===== src/vtyp_pkg.sv =====
// Shared constants, types and the arctangent step table for the yaw/pitch pipeline.
`timescale 1ns / 1ps
`default_nettype none

package vtyp_pkg;

  // Magnitudes enter the first rotation stage shifted up by this many guard bits.
  localparam int GUARD = 24;

  // CORDIC gain in Q30, used to scale |z| to the length that the first rotation returns.
  localparam int KGAIN_W = 31;
  localparam logic [KGAIN_W-1:0] KGAIN_Q30 = 31'd1768195363;
  localparam int KGAIN_SHIFT = 30 - GUARD;
  localparam int ZK_HALF = 2 ** (29 - GUARD);

  // Angles count in units of 1e-10 degree; 42 bits cover a full turn.
  localparam int ANG_W = 42;
  localparam logic [ANG_W-1:0] DEG_90  = 42'd900000000000;
  localparam logic [ANG_W-1:0] DEG_180 = 42'd1800000000000;
  localparam logic [ANG_W-1:0] DEG_270 = 42'd2700000000000;
  localparam logic [ANG_W-1:0] DEG_360 = 42'd3600000000000;

  localparam logic [63:0] E10 = 64'd10000000000;
  localparam logic [63:0] DEG_PER_RAD_E10 = 64'd572957795131;

  // atan(2^-i) in 1e-10 degree for the first sixteen rotations.
  localparam logic [63:0] ATAN_TAB [16] = '{
    64'd450000000000, 64'd265650511771, 64'd140362434679, 64'd71250163489,
    64'd35763343750,  64'd17899106082,  64'd8951737102,   64'd4476141709,
    64'd2238105004,   64'd1119056771,   64'd559528919,    64'd279764526,
    64'd139882271,    64'd69941137,     64'd34970569,     64'd17485284
  };

  // Sign and zero information that travels beside the datapath.
  typedef struct packed {
    logic xn;
    logic yn;
    logic zn;
    logic x_zero;
    logic xy_zero;
    logic z_pos;
  } vtyp_flags_t;

  // Rotation angle of stage i; beyond the table, atan(2^-i) is taken as 2^-i radians.
  function automatic logic signed [ANG_W-1:0] atan_step(input int unsigned i);
    logic [63:0] v;
    if (i < 16) begin
      v = ATAN_TAB[i[3:0]];
    end else begin
      v = (DEG_PER_RAD_E10 + (64'd1 << (i - 1))) >> i;
    end
    return $signed(v[ANG_W-1:0]);
  endfunction

endpackage

`default_nettype wire


===== src/vtyp_deg_out.sv =====
// Conversion of both angles to rounded fixed-point degrees by reciprocal multiplication.
`timescale 1ns / 1ps
`default_nettype none

module vtyp_deg_out
  import vtyp_pkg::*;
#(
  parameter int F = 8
) (
  input  logic                  clk,
  input  logic                  rst_n,
  input  logic                  en,
  input  logic                  in_v,
  input  logic [ANG_W-1:0]      yaw_e,
  input  logic [ANG_W-1:0]      pitch_e,
  output logic                  out_v,
  output logic [9+F-1:0]        out_yaw,
  output logic signed [10+F-1:0] out_neg_pitch
);

  // The quotient estimate uses the angle without its low DROP bits and a reciprocal
  // of 2^(44+F) / 1e10; the estimate is at most two below the true quotient.
  localparam int QW     = 9 + F;
  localparam int OW     = 10 + F;
  localparam int NW     = ANG_W + F + 1;
  localparam int DROP   = 16;
  localparam int HW     = ANG_W - DROP;
  localparam int MW     = F + 11;
  localparam int RW     = HW + MW;
  localparam int QSH    = 28;
  localparam int DSH    = 10;
  localparam int DW     = 24;
  localparam int MPW    = QW + DW;
  localparam int TURN   = 360 * (2 ** F);
  localparam logic [NW-1:0]  HALF    = NW'(E10 >> 1);
  localparam logic [NW-1:0]  DIV1    = NW'(E10);
  localparam logic [NW-1:0]  DIV2    = NW'(E10 << 1);
  localparam logic [MW-1:0]  RECIP   = MW'((64'd1 << (44 + F)) / E10);
  localparam logic [DW-1:0]  DIV_ODD = DW'(E10 >> DSH);
  localparam logic [QW-1:0]  TURN_Q  = QW'(TURN);
  localparam logic [OW-1:0]  TURN_O  = OW'(TURN);

  logic          v0_r;
  logic [NW-1:0] ny0_r;
  logic [NW-1:0] np0_r;
  logic [RW-1:0] py0_r;
  logic [RW-1:0] pp0_r;

  logic [QW-1:0]  qy_est;
  logic [QW-1:0]  qp_est;
  logic           v1_r;
  logic [NW-1:0]  ny1_r;
  logic [NW-1:0]  np1_r;
  logic [QW-1:0]  qy1_r;
  logic [QW-1:0]  qp1_r;
  logic [MPW-1:0] my1_r;
  logic [MPW-1:0] mp1_r;

  logic [NW-1:0] ry;
  logic [NW-1:0] rp;
  logic [QW-1:0] yq_c;
  logic [QW-1:0] pq_c;
  logic          v2_r;
  logic [QW-1:0] qy2_r;
  logic [QW-1:0] qp2_r;

  logic [QW-1:0] yq;
  logic [QW-1:0] pq;
  logic [OW-1:0] pe;
  logic          vo_r;
  logic [QW-1:0] yaw_r;
  logic [OW-1:0] negp_r;

  // Stage one: numerators for round half up, and the reciprocal products.
  always_ff @(posedge clk) begin
    if (!rst_n) begin
      v0_r <= 1'b0;
    end else if (en) begin
      v0_r <= in_v;
    end
  end

  always_ff @(posedge clk) begin
    if (en) begin
      ny0_r <= (NW'(yaw_e) << F) + HALF;
      np0_r <= (NW'(pitch_e) << F) + HALF;
      py0_r <= RW'(yaw_e[ANG_W-1:DROP]) * RW'(RECIP);
      pp0_r <= RW'(pitch_e[ANG_W-1:DROP]) * RW'(RECIP);
    end
  end

  // Stage two: quotient estimates and their products with the divisor's odd factor.
  assign qy_est = QW'(py0_r >> QSH);
  assign qp_est = QW'(pp0_r >> QSH);

  always_ff @(posedge clk) begin
    if (!rst_n) begin
      v1_r <= 1'b0;
    end else if (en) begin
      v1_r <= v0_r;
    end
  end

  always_ff @(posedge clk) begin
    if (en) begin
      ny1_r <= ny0_r;
      np1_r <= np0_r;
      qy1_r <= qy_est;
      qp1_r <= qp_est;
      my1_r <= MPW'(qy_est) * MPW'(DIV_ODD);
      mp1_r <= MPW'(qp_est) * MPW'(DIV_ODD);
    end
  end

  // Stage three: the remainder decides whether the estimate stays or rises by one or two.
  always_comb begin
    ry = ny1_r - NW'({my1_r, {DSH{1'b0}}});
    rp = np1_r - NW'({mp1_r, {DSH{1'b0}}});
    priority if (ry >= DIV2) begin
      yq_c = qy1_r + QW'(2);
    end else if (ry >= DIV1) begin
      yq_c = qy1_r + QW'(1);
    end else begin
      yq_c = qy1_r;
    end
    priority if (rp >= DIV2) begin
      pq_c = qp1_r + QW'(2);
    end else if (rp >= DIV1) begin
      pq_c = qp1_r + QW'(1);
    end else begin
      pq_c = qp1_r;
    end
  end

  always_ff @(posedge clk) begin
    if (!rst_n) begin
      v2_r <= 1'b0;
    end else if (en) begin
      v2_r <= v1_r;
    end
  end

  always_ff @(posedge clk) begin
    if (en) begin
      qy2_r <= yq_c;
      qp2_r <= pq_c;
    end
  end

  // A result that rounds up to a full turn wraps to zero; pitch is then negated.
  assign yq = qy2_r;
  assign pq = qp2_r;
  assign pe = OW'(pq);

  always_ff @(posedge clk) begin
    if (!rst_n) begin
      vo_r <= 1'b0;
    end else if (en) begin
      vo_r <= v2_r;
    end
  end

  always_ff @(posedge clk) begin
    if (en) begin
      yaw_r  <= (yq >= TURN_Q) ? (yq - TURN_Q) : yq;
      negp_r <= (pq >= TURN_Q) ? (TURN_O - pe) : ('0 - pe);
    end
  end

  assign out_v         = vo_r;
  assign out_yaw       = yaw_r;
  assign out_neg_pitch = $signed(negp_r);

endmodule

`default_nettype wire

===== config.mk =====
export PLATFORM = sky130hd
export DESIGN_NAME = vtyp_deg_out
export DESIGN_NICKNAME = d
export VERILOG_FILES = /design/src/vtyp_pkg.sv /design/src/vtyp_deg_out.sv
export SDC_FILE = /design/constraint.sdc
export NUM_CORES = 2
export LEC_CHECK = 0
export ABC_CLOCK_PERIOD_IN_PS = 7900
export BUFFER_PORTS_ARGS = -buffer_cell sky130_fd_sc_hd__buf_2
export CAP_MARGIN = 20
export CORE_MARGIN = 2
export CORE_UTILIZATION = 51
export CTS_CLUSTER_DIAMETER = 30
export DETAILED_ROUTE_END_ITERATION = 12
export HOLD_SLACK_MARGIN = 0.15
export PLACE_DENSITY = 0.64
export SLEW_MARGIN = 10
export SYNTH_ARGS = -nofsm -noshare
export SYNTH_HDL_FRONTEND = slang
export SYNTH_SLANG_ARGS = --single-unit

===== constraint.sdc =====
create_clock -name clk -period 7.9 [get_ports clk]
set_input_delay 0.79 -clock clk [delete_from_list [all_inputs] [get_ports clk]]
set_output_delay 0.79 -clock clk [all_outputs]
set_load 0.02 [all_outputs]

# --- Word-level counts from Yosys, hierarchy flattened ---
# Cells that the tools add are included.
word_totals:
  ff_bits: 483
  latch_bits: 0
  mem_bits_rw: 0
  mem_bits_ro: 0
  out_inout_bits: 36
  elab_cells: 45
  n_memories: 0
classes:
  add_sub_neg: 11
  multipliers: 4
  div_mod_pow: 0
  magnitude_cmp: 6
  eq_ne: 0
  shift: 0
  n_mux: 6
  bitwise: 0
  n_reduce_logical: 0
op_table:
  columns: ["op", "count"]
  rows:
  - ["50-bit by 33-bit adder with 51-bit output (second input constant)", 2]
  - ["51-bit by 34-bit greater-or-equal comparator with 1-bit output (second input constant)", 2]
  - ["51-bit by 35-bit greater-or-equal comparator with 1-bit output (second input constant)", 2]
  - ["51-bit subtractor", 2]
  - ["26-bit by 19-bit multiplier with 45-bit output (second input constant)", 2]
  - ["17-bit 2-to-1 mux", 5]
  - ["17-bit by 24-bit multiplier with 41-bit output (second input constant)", 2]
  - ["17-bit by 1-bit adder with 17-bit output (second input constant)", 2]
  - ["17-bit by 2-bit adder with 17-bit output (second input constant)", 2]
  - ["17-bit greater-or-equal comparator (second input constant)", 2]
  - ["18-bit 2-to-1 mux", 1]
  - ["1-bit by 17-bit subtractor with 18-bit output (first input constant)", 1]
  - ["17-bit by 17-bit subtractor with 18-bit output (first input constant)", 1]
  - ["17-bit subtractor (second input constant)", 1]

# --- Depth between registers and ports, before layout ---
logic_depth:
  depth_word: 4
  ltp_mapped: 25
  depth_no_buf: 25

# --- Worst setup path before layout ---
# Ideal clock, no wire load.
synth_path:
  kind: "in2reg"
  start: "input port pitch_e[29]"
  end: "register pp0_r[44], data pin"
  setup_ps: 260
  t_arrival_ps: 6459
  required_time_ps: 7640
  path_slack_ps: 1181
  stages: 23
  cell_sequence: "ha_1 -> inv_1 -> fa_1 -> inv_1 -> fa_1 -> fa_1 -> fa_1 -> inv_1 -> fa_1 -> inv_1 -> ha_1 -> a21o_1 -> a21o_1 -> a21o_1 -> a21o_1 -> a211o_1 -> a21o_1 -> o21ai_0 -> a21o_1 -> a31oi_1 -> a211o_1 -> a21oi_1 -> xnor2_1"
synth_via:
  elab_chain_cells: 1
synth_rtl:
  columns: ["element", "line", "rtl"]
  rows:
  - ["from (decl)", "vtyp_deg_out.sv:15", "input logic [ANG_W-1:0] pitch_e,"]
  - ["26-bit by 19-bit multiplier with 45-bit output", "vtyp_deg_out.sv:88", "pp0_r <= RW'(pitch_e[ANG_W-1:DROP]) * RW'(RECIP);"]
  - ["to (signal assigned)", "vtyp_deg_out.sv:88", null]
  - ["to (decl)", "vtyp_deg_out.sv:47", "logic [RW-1:0] pp0_r;"]
# Every way passes these cells.
# A chain may end at the register's enable or synchronous reset.

# --- Worst setup path in the final report ---
layout_path:
  start: "register py0_r[35]"
  end: "register my1_r[40], data pin"
layout_via:
  elab_chain_cells: 1
layout_rtl:
  columns: ["element", "line", "rtl"]
  rows:
  - ["from (decl)", "vtyp_deg_out.sv:46", "logic [RW-1:0] py0_r;"]
  - ["from (signal assigned)", "vtyp_deg_out.sv:87", "py0_r <= RW'(yaw_e[ANG_W-1:DROP]) * RW'(RECIP);"]
  - ["17-bit by 24-bit multiplier with 41-bit output", "vtyp_deg_out.sv:110", "my1_r <= MPW'(qy_est) * MPW'(DIV_ODD);"]
  - ["to (signal assigned)", "vtyp_deg_out.sv:110", null]
  - ["to (decl)", "vtyp_deg_out.sv:56", "logic [MPW-1:0] my1_r;"]
# Every way passes these cells.

==> results.txt <==
Status = complete, no violations
Final wirelength = 112000 um
HP Class = register to register
Via count = 33200
Main combinational cell family by area after synthesis = adder cells
Post-Synth Simple-Gate Area = 6.66%
Iter 0 DRT Violations = 1857
Post-CTS setup buffer count = 0
Reg2reg end = my1_r[40]
Worst slew pin tran = 987 ps
Synth Warn # = 0
Post-synthesis async set-or-reset flop share = 0%
Final hold violation count = 0
Hold Crit Start = ny0_r[37]
Worst Hold Depth = 0
Cell Area, Synth = 50900 sq um
ANT nets after route = 0
Chip Width = 320 um
Row cnt = 115
Global-route wire length before repair = 184000 um
Worst Hold End = ny1_r[37]
CP required = 8250 ps
Share of cells above drive strength 1 = 6.76%
DRC viols = 0
Max-cap violations = 0
Proportion of synthesized area in mux cells = 0.413%
Routed wire per std cell = 17.7 um
Worst R2R Path Depth = 24
Die ar. = 102000 sq um
Number of flops mapped to enable cells by yosys = 377
Max Clock Skew = 27.3 ps
Prevailing post-synth register cell = edfxtp_1
CTS Hold Bufs = 0
Pins over their slew limit = 0
# clock sinks = 381
Yosys cell types = 92
Yosys top cell by area = fa_1
Core area = 98700 sq um
Post-Synth Adder-Cell Area = 47.6%
Die H = 320 um
CTS Root Cell = clkbuf_16
Synth Area in Compound Gates = 8.75%
Arr. time, crit path = 7480 ps
Maximum root-to-sink buffer count = 3
Tcrit/Tclk final = 90.2%
Vias in the first global route = 35100
Critical path peak fanout = 5
GP Congestion = 0.937
Via-per-instance ratio = 5.26
Synth top area share = 29.6%
Initial Util = 51.6%
Synth Register Bits = 381
# setup viols final = 0
RSZ-0062 raised after global routing = no
Gate Count Post-Synth = 4770
Largest net degree at the start of global routing = 146
TritonCTS clock tree = yes
Top post-synthesis cells by area = fa_1, edfxtp_1, ha_1, inv_1, xnor2_1
Syn nets = 6341
I/O pin total = 124
Drt pass-1 iters = 5
XOR/XNOR share of the synthesized area = 4.88%
TritonCTS Buffers = 82
H-tree levels = 3
Initial antenna violation count = 0
Most frequent cells in the layout = inv_1, fa_1, ha_1
Critical path capture point type = register
R2r startpoint = py0_r[35]
Clock latency on the worst-skew pair = 610 ps
Fin crit period = 7120 ps
Layout area overhead = 10.2%
Total grt overflow = 0
Post-Syn Area per Cell = 10.7 sq um
Crit Path Category = register to register
CP startpoint kind = register
Fmax = 140 MHz
Final setup TNS = 0 ps
Buffers on Ports = 121
Max_slew headroom = 34.2%
Register area share after synthesis = 22.4%
Nets = 6536
Post-CTS sizing = 0
FF-to-FF setup slack = 780 ps
Global-route usage over all layers = 22.8%
Post-DP HPWL = 95000 um
Most common cell after layout, fill and taps aside = inv_1
Reg clk slew, reported paths = 50 ps
flip-flops by register name (all words and copies together), names as in the netlist:
signal / flops
qy2_r: 17
np1_r: 41
out_v: 1
ny1_r: 41
mp1_r: 38
pp0_r: 17
out_neg_pitch: 18
v2_r: 1
pq: 17
v0_r: 1
out_yaw: 17
my1_r: 38
ny0_r: 41
qy1_r: 17
qp1_r: 17
np0_r: 41
py0_r: 17
v1_r: 1
per-layer routing:
metal  GRT usage, %  share of wire, %
met5              0                 0
met4           4.93               1.6
met3           4.36               6.2
met2           35.2                45
met1           33.4                47
worst max-delay path by stage:
stage	startpoint	endpoint	depth (start not counted)
after floorplan	pitch_e[29]	pp0_r[44]	23
after global placement	pitch_e[29]	pp0_r[44]	24
after detailed placement	pitch_e[29]	pp0_r[44]	24
after CTS	py0_r[35]	my1_r[40]	24
after global routing	py0_r[35]	my1_r[40]	24
final	py0_r[35]	my1_r[40]	24
stage by stage:
stage	cells	utilization (%)	setup WS [ps]	hold slack (ps)	cell area [sq um]
global route	6318	56.9	367	410	56200
floorplan	4770	-	1180	400	50900
CTS	6318	56.9	770	404	56200
detailed placement	6168	54.0	356	405	53300
finish	6319	56.9	777	400	56200
global placement	6167	53.9	380	400	53300
critical path, cell delays in order (launching register included):
cell and delay, ps:
edfxtp_1 560, fa_1 620, fa_1 550, inv_1 50, ha_1 260, inv_1 50, fa_1 540, inv_1 50
fa_1 470, inv_1 50, fa_1 490, inv_1 40, ha_1 320, and4_1 180, a21oi_1 150, o21ai_0 100
a31o_2 250, a21boi_0 410, o21ai_0 280, nand3_1 190, a31o_2 210, o211ai_1 210, a311oi_1 510, mux2i_1 230
nand3_1 90
area by class of cell:
type	instances	area, sq um
inverters	1210	4540
flip-flops and latches	381	11400
clock buffers	90	2130
repair buffers	161	928
clock inverters	60	759
multi-input cells	3129	34800
fillers	8615	42600
well taps	1287	1610
diodes	1	2.50
cells by family after synthesis:
group	count (synthesis)
adder cells (fa/ha/maj)	1484
buffers and inverters	1260
AND/OR/NAND/NOR	674
AO/OA/AOI/OAI	666
flip-flops	381
XOR/XNOR	284
multiplexers	21
Yosys cell counts (all sizes together) (35+ instances only):
cell type / instances
fa: 754
ha: 729
a21o: 112
xor2: 112
and3: 35
nand3: 85
edfxtp: 377
nor2: 128
o21ai: 104
nand4: 46
nand2: 166
nor3: 62
inv: 1210
xnor2: 172
a21oi: 208
Power is left out: the tool's default activity adds up to more than one toggle a clock period on the data nets, which glitch-free logic cannot reach.
