===== config.mk =====
export PLATFORM = sky130hd
export DESIGN_NAME = vtyp_front
export DESIGN_NICKNAME = d
export VERILOG_FILES = /design/src/vtyp_pkg.sv /design/src/vtyp_front.sv
export SDC_FILE = /design/constraint.sdc
export NUM_CORES = 1
export LEC_CHECK = 0
export ABC_AREA = 1
export BUFFER_PORTS_ARGS = -buffer_cell sky130_fd_sc_hd__buf_2
export CORE_MARGIN = 2
export CORE_UTILIZATION = 45
export DETAILED_ROUTE_END_ITERATION = 8
export GPL_TIMING_DRIVEN = 0
export PLACE_DENSITY = 0.69
export SYNTH_ARGS = -nofsm -noshare
export SYNTH_HDL_FRONTEND = slang
export SYNTH_SLANG_ARGS = --single-unit

===== constraint.sdc =====
create_clock -name clk -period 6.1 [get_ports clk]
set_input_delay 0.915 -clock clk [delete_from_list [all_inputs] [get_ports clk]]
set_output_delay 0.915 -clock clk [all_outputs]
set_load 0.01 [all_outputs]

===== src/vtyp_pkg.sv =====
// Shared constants, types and the arctangent step table for the yaw/pitch pipeline.
`timescale 1ns / 1ps
`default_nettype none

package vtyp_pkg;

  // Magnitudes enter the first rotation stage shifted up by this many guard bits.
  localparam int GUARD = 24;

  // CORDIC gain in Q30, used to scale |z| to the length that the first rotation returns.
  localparam int KGAIN_W = 31;
  localparam logic [KGAIN_W-1:0] KGAIN_Q30 = 31'd1768195363;
  localparam int KGAIN_SHIFT = 30 - GUARD;
  localparam int ZK_HALF = 2 ** (29 - GUARD);

  // Angles count in units of 1e-10 degree; 42 bits cover a full turn.
  localparam int ANG_W = 42;
  localparam logic [ANG_W-1:0] DEG_90  = 42'd900000000000;
  localparam logic [ANG_W-1:0] DEG_180 = 42'd1800000000000;
  localparam logic [ANG_W-1:0] DEG_270 = 42'd2700000000000;
  localparam logic [ANG_W-1:0] DEG_360 = 42'd3600000000000;

  localparam logic [63:0] E10 = 64'd10000000000;
  localparam logic [63:0] DEG_PER_RAD_E10 = 64'd572957795131;

  // atan(2^-i) in 1e-10 degree for the first sixteen rotations.
  localparam logic [63:0] ATAN_TAB [16] = '{
    64'd450000000000, 64'd265650511771, 64'd140362434679, 64'd71250163489,
    64'd35763343750,  64'd17899106082,  64'd8951737102,   64'd4476141709,
    64'd2238105004,   64'd1119056771,   64'd559528919,    64'd279764526,
    64'd139882271,    64'd69941137,     64'd34970569,     64'd17485284
  };

  // Sign and zero information that travels beside the datapath.
  typedef struct packed {
    logic xn;
    logic yn;
    logic zn;
    logic x_zero;
    logic xy_zero;
    logic z_pos;
  } vtyp_flags_t;

  // Rotation angle of stage i; beyond the table, atan(2^-i) is taken as 2^-i radians.
  function automatic logic signed [ANG_W-1:0] atan_step(input int unsigned i);
    logic [63:0] v;
    if (i < 16) begin
      v = ATAN_TAB[i[3:0]];
    end else begin
      v = (DEG_PER_RAD_E10 + (64'd1 << (i - 1))) >> i;
    end
    return $signed(v[ANG_W-1:0]);
  endfunction

endpackage

`default_nettype wire


===== src/vtyp_front.sv =====
// Front end: magnitude and sign extraction, then scaling of |z| by the CORDIC gain.
`timescale 1ns / 1ps
`default_nettype none

module vtyp_front
  import vtyp_pkg::*;
#(
  parameter int C = 16
) (
  input  logic                     clk,
  input  logic                     rst_n,
  input  logic                     en,
  input  logic                     in_v,
  input  logic signed [C-1:0]      dir_x,
  input  logic signed [C-1:0]      dir_y,
  input  logic signed [C-1:0]      dir_z,
  output logic                     out_v,
  output logic [C-1:0]             out_ax,
  output logic [C-1:0]             out_ay,
  output logic [C+KGAIN_W-1:0]     out_zprod,
  output vtyp_flags_t              out_flags
);

  localparam int PW = C + KGAIN_W;

  logic [C-1:0]       xu;
  logic [C-1:0]       yu;
  logic [C-1:0]       zu;
  vtyp_flags_t        fl_nxt;

  logic               v1_r;
  logic [C-1:0]       ax1_r;
  logic [C-1:0]       ay1_r;
  logic [C-1:0]       az1_r;
  vtyp_flags_t        fl1_r;

  logic               v2_r;
  logic [C-1:0]       ax2_r;
  logic [C-1:0]       ay2_r;
  logic [PW-1:0]      zp2_r;
  vtyp_flags_t        fl2_r;

  // Signs and zero tests straight from the input fields.
  always_comb begin
    xu = dir_x;
    yu = dir_y;
    zu = dir_z;
    fl_nxt.xn      = dir_x[C-1];
    fl_nxt.yn      = dir_y[C-1];
    fl_nxt.zn      = dir_z[C-1];
    fl_nxt.x_zero  = (xu == '0);
    fl_nxt.xy_zero = (xu == '0) && (yu == '0);
    fl_nxt.z_pos   = !dir_z[C-1] && (zu != '0);
  end

  // Stage one: absolute values. The most negative input maps onto 2^(C-1), which fits.
  always_ff @(posedge clk) begin
    if (!rst_n) begin
      v1_r <= 1'b0;
    end else if (en) begin
      v1_r <= in_v;
    end
  end

  always_ff @(posedge clk) begin
    if (en) begin
      ax1_r <= xu[C-1] ? ('0 - xu) : xu;
      ay1_r <= yu[C-1] ? ('0 - yu) : yu;
      az1_r <= zu[C-1] ? ('0 - zu) : zu;
      fl1_r <= fl_nxt;
    end
  end

  // Stage two: |z| times the gain in Q30; rounding follows after the first rotation.
  always_ff @(posedge clk) begin
    if (!rst_n) begin
      v2_r <= 1'b0;
    end else if (en) begin
      v2_r <= v1_r;
    end
  end

  always_ff @(posedge clk) begin
    if (en) begin
      ax2_r <= ax1_r;
      ay2_r <= ay1_r;
      zp2_r <= PW'(az1_r) * PW'(KGAIN_Q30);
      fl2_r <= fl1_r;
    end
  end

  assign out_v     = v2_r;
  assign out_ax    = ax2_r;
  assign out_ay    = ay2_r;
  assign out_zprod = zp2_r;
  assign out_flags = fl2_r;

endmodule

`default_nettype wire


==> Word-level counts from Yosys, hierarchy flattened <==
Index checks and enable logic that the tools add are counted.
{ "classes": {"addsub": 3, "multipliers": 1, "div": 0, "n_lt_le_gt_ge": 0, "n_eq_ne": 0, "n_shift": 0, "muxes": 3, "bitwise": 0, "n_reduce_logical": 6} }
{ "ops": {"columns": ["op", "n"], "rows": [
  ["1-bit by 16-bit subtractor with 16-bit output, first input constant", 3],
  ["16-bit by 31-bit multiplier with 47-bit output, second input constant", 1],
  ["15-bit 2-to-1 mux", 3],
  ["16-bit zero test", 2],
  ["16-bit nonzero test", 1],
  ["1-bit logical AND", 2],
  ["1-bit zero test", 1]
]} }
{ "word_totals": {"reg_bits": 141, "latch_bits": 0, "mem_bits_rw": 0, "rom_bits": 0, "inputBits": 52, "elab_cells": 36, "memories": 0} }

==> Logic depth before layout (Yosys ltp) <==
Gate-level depths: netlist of the first run.
{ "logic_depth": {"depth_word": 2, "depth_mapped": 25, "ltp_nobuf": 25} }

==> Least setup slack after synthesis of the first run <==
OpenSTA, ideal clock, no wires.
{ "synth_timing": {"path_kind": "flip-flop to flip-flop", "startpoint": "register az1_r[11]", "endpoint": "register zp2_r[42], in the netlist out_zprod[42] (data pin)", "setup_ns": 0.252, "arrival_time_ns": 4.434, "required_time_ns": 5.848, "setup_slack_ns": 1.414, "stages_incl_launch_ff": 22, "synth_period_minus_slack_ns": 4.686, "path_cell_list": "edfxtp_1 > ha_1 > ha_1 > inv_1 > fa_1 > inv_1 > fa_1 > inv_1 > fa_1 > inv_1 > fa_1 > ha_1 > nand2_1 > inv_1 > nand2_1 > nand2_1 > a21oi_1 > nor2_1 > nor2_1 > nand2_1 > nand2_1 > nand2_1"} }
{ "synth_between": {"elab_chain_len": 1} }
{ "synth_lines": {"columns": ["element", "line", "source"], "rows": [
  ["from (decl)", "vtyp_front.sv:34", "logic [C-1:0] az1_r;"],
  ["from (signal assigned)", "vtyp_front.sv:69", "az1_r <= zu[C-1] ? ('0 - zu) : zu;"],
  ["16-bit by 31-bit multiplier with 47-bit output", "vtyp_front.sv:87", "zp2_r <= PW'(az1_r) * PW'(KGAIN_Q30);"],
  ["to (signal assigned)", "vtyp_front.sv:87", null],
  ["to (decl)", "vtyp_front.sv:40", "logic [PW-1:0] zp2_r;"]
]} }
No other way between the ends.
A chain may end at the register's enable or synchronous reset.

==> Final worst setup path of the first run <==
{ "layout_timing": {"startpoint": "register az1_r[8]", "endpoint": "register zp2_r[45], in the netlist out_zprod[45] (data pin)"} }
The elaborated chain is that of the path after synthesis.

==> impl_metrics.yaml, run 1 <==
synth:
  ys_types: 31
  synth_common_cells: "inv_1 (418), nand2_1 (350), ha_1 (206)"
  syn_avg_cell_area_um2: 8.873
  yosysTopAreaCell: "edfxtp_1"
  synth_top_area_share_pct: 29.85
  synthFlopType: "edfxtp_1"
  ys_warn_count: 0
  synthArstFlopShare_pct: 0
  syn_inst: 1576
  ys_ff_latch: 141
  seq_area_frac_synth_pct: 30.14
  synth-edff-count: 139
  synth_most_common_cell: "inv_1"
  synthTopCellsByArea: "edfxtp_1 (30%), ha_1 (18%), fa_1 (16%)"
  syn_nets: 1948
  mappedNetlistArea_mm2: 0.01398
cts:
  cts_buffer_depth: 2
  clockRootBuffer: "clkbuf_16"
  cts_buffers: 17
  htreeDepth: 4
  hold_buffers: 0
  insertion_delay_ps: 450
  cts_tree: "done"
  clock_sinks: 141
  cts-resized-gates: 0
  clkTransAtPathRegs_ps: 80
  cts_post_setup_buffers_inserted: 0
placed_design:
  place_area_mm2: 0.01520
  dp_hpwl_um: 27730
  gp_congestion: 0.9619
  dp.cells: 2110
  place.port_buffers: 137
global_routing:
  globalRouteMet1Util_pct: 27.55
  met2_usage_pct: 35.69
  grt_usage_pct: 20.92
  grt_pass1_vias: 10312
  gr-total-overflow: 0
  grt_pass1_wl_um: 53150
  antenna_found_initial: 0
  use_met3_pct: 2.789
  grt_max_degree: 96
  top_usage_layer: "met2"
layout:
  n_antenna_cell: 0
  area_growth_pct: 12.91
  multi_input_area_mm2: 0.008178
  nets: 2105
  finalNonFillerCells: 2142
  fillCellCount: 2867
  regArea_mm2: 0.004214
  drive_gt1_share_pct: 12.89
  fin_area_mm2: 0.01579
sta:
  hold-worst-slack_ps: 398.4
  fmax_mhz: 184.5
  period_share_pct: 88.84
  worstMarginPinSlew_ps: 687.0
  setup_violations: 0
  drv_slew: 0
  max_slew_margin_pct: 54.20
  fin_crit_ps: 5419
  hold_viol_final: 0
  setup_tns_ps: 0
  fin_skew_ps: 18.26
  rsz0062_at_grt: "no"
critical_path:
  required_ps: 6290
  crit_fanout: 7
  critPathKind: "reg -> reg"
  r2r_start: "az1_r[8]$_DFFE_PP_"
  worstPathArrival_ps: 5610
  crit_start: "az1_r[8]$_DFFE_PP_"
  worstSetupEndpointType: "flop"
  start_kind: "flop"
worst_hold_path:
  hp-class: "reg -> reg"
  min_from: "ax1_r[2]$_DFFE_PP_"
detailed_routing:
  drtAntennaViolNets: 0
  avgViaCountPerCell: 4.790
  drc: 0
  drt-initial-drc-count: 436
  drt_first_pass_iters: 7
  wl_um: 33100
  wl_per_cell_um: 15.45
  vias: 10260
floorplanning:
  core_mm2: 0.03059
  die_y_um: 180.3
  die_w_um: 180.3
  ios: 138
  dieArea_mm2: 0.03250
  rows: 64
  initial_utilization_pct: 45.71
status:
  outcome: "completed"
flow_run:
  max-cap-violations: 0
## path summary, 6_finish.rpt
check             slack (ps)                 endpoint  cells after the start
hold reg to reg          400      out_ax[2]$_DFFE_PP_                      0
setup / recovery         680  out_zprod[45]$_DFFE_PP_                     18
hold / removal           400      out_ax[2]$_DFFE_PP_                      0
setup reg to reg         680  out_zprod[45]$_DFFE_PP_                     18
## stage by stage
stage,worst slack [ps],util [%]
floorplan,1414,-
global placement,757.0,49.57
detailed placement,724.3,49.69
CTS,692.0,51.62
global route,423.1,51.62
finish,680.9,51.62
## registers in the layout, indices dropped and copies added, names as in the netlist
name       count
out_zprod     47
out_ay        16
out_flags      6
out_ax        16
fl1_r          6
ax1_r         16
v1_r           1
out_v          1
ay1_r         16
az1_r         16
## routing by layer
layer / share of wire [%] / vias to the layer above / wire, um
li1: - / 5170 / -
met1: 45 / 4780 / 14820
met2: 48 / 258 / 15910
met3: 4.6 / 52 / 1509
met4: 2.6 / 0 / 869
met5: 0 / - / 0
## logic make-up after synthesis
kind of cell | after synthesis | synth area share, %
flip-flops | 141 | 30.14
XOR/XNOR | 59 | 3.695
AO/OA/AOI/OAI | 54 | 2.112
buffers and inverters | 424 | 11.38
adder cells (fa/ha/maj) | 320 | 34.75
AND/OR/NAND/NOR | 578 | 17.92
## final cells by class
cell class | count | area share, %
Clock inverter | 15 | 1.046
Sequential cell | 141 | 26.69
Multi-Input combinational cell | 1011 | 51.79
Inverter | 421 | 10.01
Tap cell | 396 | 3.138
Buffer | 3 | 0.07132
Clock buffer | 17 | 2.694
Timing Repair Buffer | 138 | 4.557
## cell usage in the layout, fill, tap and decap left out, types with 15 or more instances in the layout
master     synthesis  routed
a21oi_1           30      30
buf_2              0     136
clkbuf_16          0      17
edfxtp_1         139     139
fa_1             114     114
ha_1             206     206
inv_1            418     418
nand2_1          350     350
nand2_2           20      20
nand3_1           47      47
nor2_1           102     102
xnor2_1           15      15
xor2_1            44      44
## critical path: stages, from the launching register on
cell	delay, ps
edfxtp_1	630
inv_1	240
ha_1	340
inv_1	40
ha_1	410
inv_1	90
fa_1	490
fa_1	510
fa_1	540
inv_1	50
fa_1	470
ha_1	410
nand2_1	120
nor2_1	190
nand2_1	130
nor2_1	150
nand3_1	160
nand4_1	140
nand2_1	50
Power of run 1 is not shown: default switching activity piles up to over one toggle a cycle in this logic, so the estimate is an artifact.
==> run 2: changes to the inputs <==
--- a/config.mk
+++ b/config.mk
@@ -6,12 +6,12 @@
 export NUM_CORES = 1
 export LEC_CHECK = 0
 export ABC_AREA = 1
-export BUFFER_PORTS_ARGS = -buffer_cell sky130_fd_sc_hd__buf_2
 export CORE_MARGIN = 2
 export CORE_UTILIZATION = 45
 export DETAILED_ROUTE_END_ITERATION = 8
+export DONT_BUFFER_PORTS = 1
 export GPL_TIMING_DRIVEN = 0
-export PLACE_DENSITY = 0.69
+export PLACE_DENSITY = 0.66
 export SYNTH_ARGS = -nofsm -noshare
 export SYNTH_HDL_FRONTEND = slang
 export SYNTH_SLANG_ARGS = --single-unit
==> run 2 against run 1 <==
  * Via count fell by 5.2%
  * Flip-flop and latch count is the same
  * Global-route usage grew 0.12 points
  * Fmax shrank 0.95%
  * Sequential share of layout area is 1.3 points higher
  * First-iteration DRC count rose by 31%
==> impl_metrics.yaml, run 2 (same netlist as run 1, synthesis figures left out) <==
placed_design:
  gp_congestion: 0.9493
  dp_hpwl_um: 27310
  place.port_buffers: 0
detailed_routing:
  wl_met3_um: 1609
  wl_per_cell_um: 16.35
  m1WireLength_um: 14730
  avgViaCountPerCell: 4.853
  drt-initial-drc-count: 572
  drt_first_pass_iters: 5
  vias: 9725
  drtAntennaViolNets: 0
  drc: 0
  wl_um: 32770
  top_layer: "met4"
  wl_met2_um: 15180
critical_path:
  critPathKind: "reg -> reg"
  required_ps: 6300
  rrSetupSlack_ps: 630
  start_kind: "flop"
  worstSetupEndpointType: "flop"
  crit_fanout: 7
  worstPathArrival_ps: 5670
cts:
  cts_tree: "done"
  clkTransAtPathRegs_ps: 60
  htreeDepth: 4
  insertion_delay_ps: 450
  clockRootBuffer: "clkbuf_16"
  hold_buffers: 0
  cts_buffers: 17
  cts-resized-gates: 0
  cts_post_setup_buffers_inserted: 0
  clock_sinks: 141
  cts_buffer_depth: 2
floorplanning:
  die_y_um: 180.3
  rows: 64
  dieArea_mm2: 0.03250
  initial_utilization_pct: 45.71
  core_mm2: 0.03059
  die_w_um: 180.3
  ios: 138
sta:
  period_share_pct: 89.69
  worstMarginPinSlew_ps: 652.5
  max_slew_margin_pct: 56.50
  setup_violations: 0
  fin_crit_ps: 5471
  setup_tns_ps: 0
  rsz0062_at_grt: "no"
  fmax_mhz: 182.8
  hold_viol_final: 0
  fin_skew_ps: 10.14
  drv_slew: 0
layout:
  area_growth_pct: 7.507
  nets: 1967
  layout_common_cells: "inv_1 (418), nand2_1 (350), ha_1 (206)"
  largest_register_ffs: 47
  final_common_cell: "inv_1"
  drive_gt1_share_pct: 5.224
  multi_input_area_mm2: 0.008178
  fillCellCount: 2870
  n_antenna_cell: 0
  regArea_mm2: 0.004214
global_routing:
  grt_usage_pct: 21.04
  antenna_found_initial: 0
  gr-total-overflow: 0
  grt_pass1_vias: 10023
  grt_max_degree: 143
  grt_pass1_wl_um: 52730
flow_run:
  max-cap-violations: 0
status:
  outcome: "completed"
worst_hold_path:
  hp-class: "reg -> reg"
run 2: routing by layer:
layer / vias up / global-route usage [%]
met5: - / 0
li1: 4889 / -
met3: 63 / 4.810
met1: 4529 / 27.07
met4: 0 / 8.935
met2: 244 / 34.18
run 2: worst max-delay path: stages (launching register included):
cell      delay (ps)
edfxtp_1         600
inv_1            250
ha_1             340
inv_1             40
ha_1             450
inv_1            110
fa_1             490
fa_1             520
fa_1             540
inv_1             60
fa_1             480
ha_1             390
nand2_1          120
nor2_1           170
nand2_1          120
nor2_1           170
nand3_1          170
nand4_1          130
nand2_1           70
run 2: cell type report:
cell class	instances	area share [%]
Multi-Input combinational cell	1011	54.40
Buffer	3	0.07491
Sequential cell	141	28.03
Tap cell	396	3.296
Clock inverter	15	0.8573
Clock buffer	17	2.830
Inverter	421	10.51
run 2: final timing paths:
kind | start | end | depth (start not counted)
hold / removal | ay1_r[7]$_DFFE_PP_ | out_ay[7]$_DFFE_PP_ | 0
setup reg to reg | az1_r[8]$_DFFE_PP_ | out_zprod[44]$_DFFE_PP_ | 18
setup / recovery | az1_r[8]$_DFFE_PP_ | out_zprod[44]$_DFFE_PP_ | 18
hold reg to reg | ay1_r[7]$_DFFE_PP_ | out_ay[7]$_DFFE_PP_ | 0
run 2: stage by stage:
stage                     instance area, um^2  setup slack [ps]  utilization, %  cells  hold WS (ps)
after floorplan                         13980              1414               -   1576         400.3
after global placement                  14480             726.5           47.33   1972         402.1
after detailed placement                14480             647.6           47.33   1972         404.5
after CTS                               15030             628.3           49.15   2004         417.4
after global routing                    15030             386.1           49.15   2004         427.2
final                                   15030             628.8           49.15   2004         416.3
Power of run 2 is left out for the same reason.
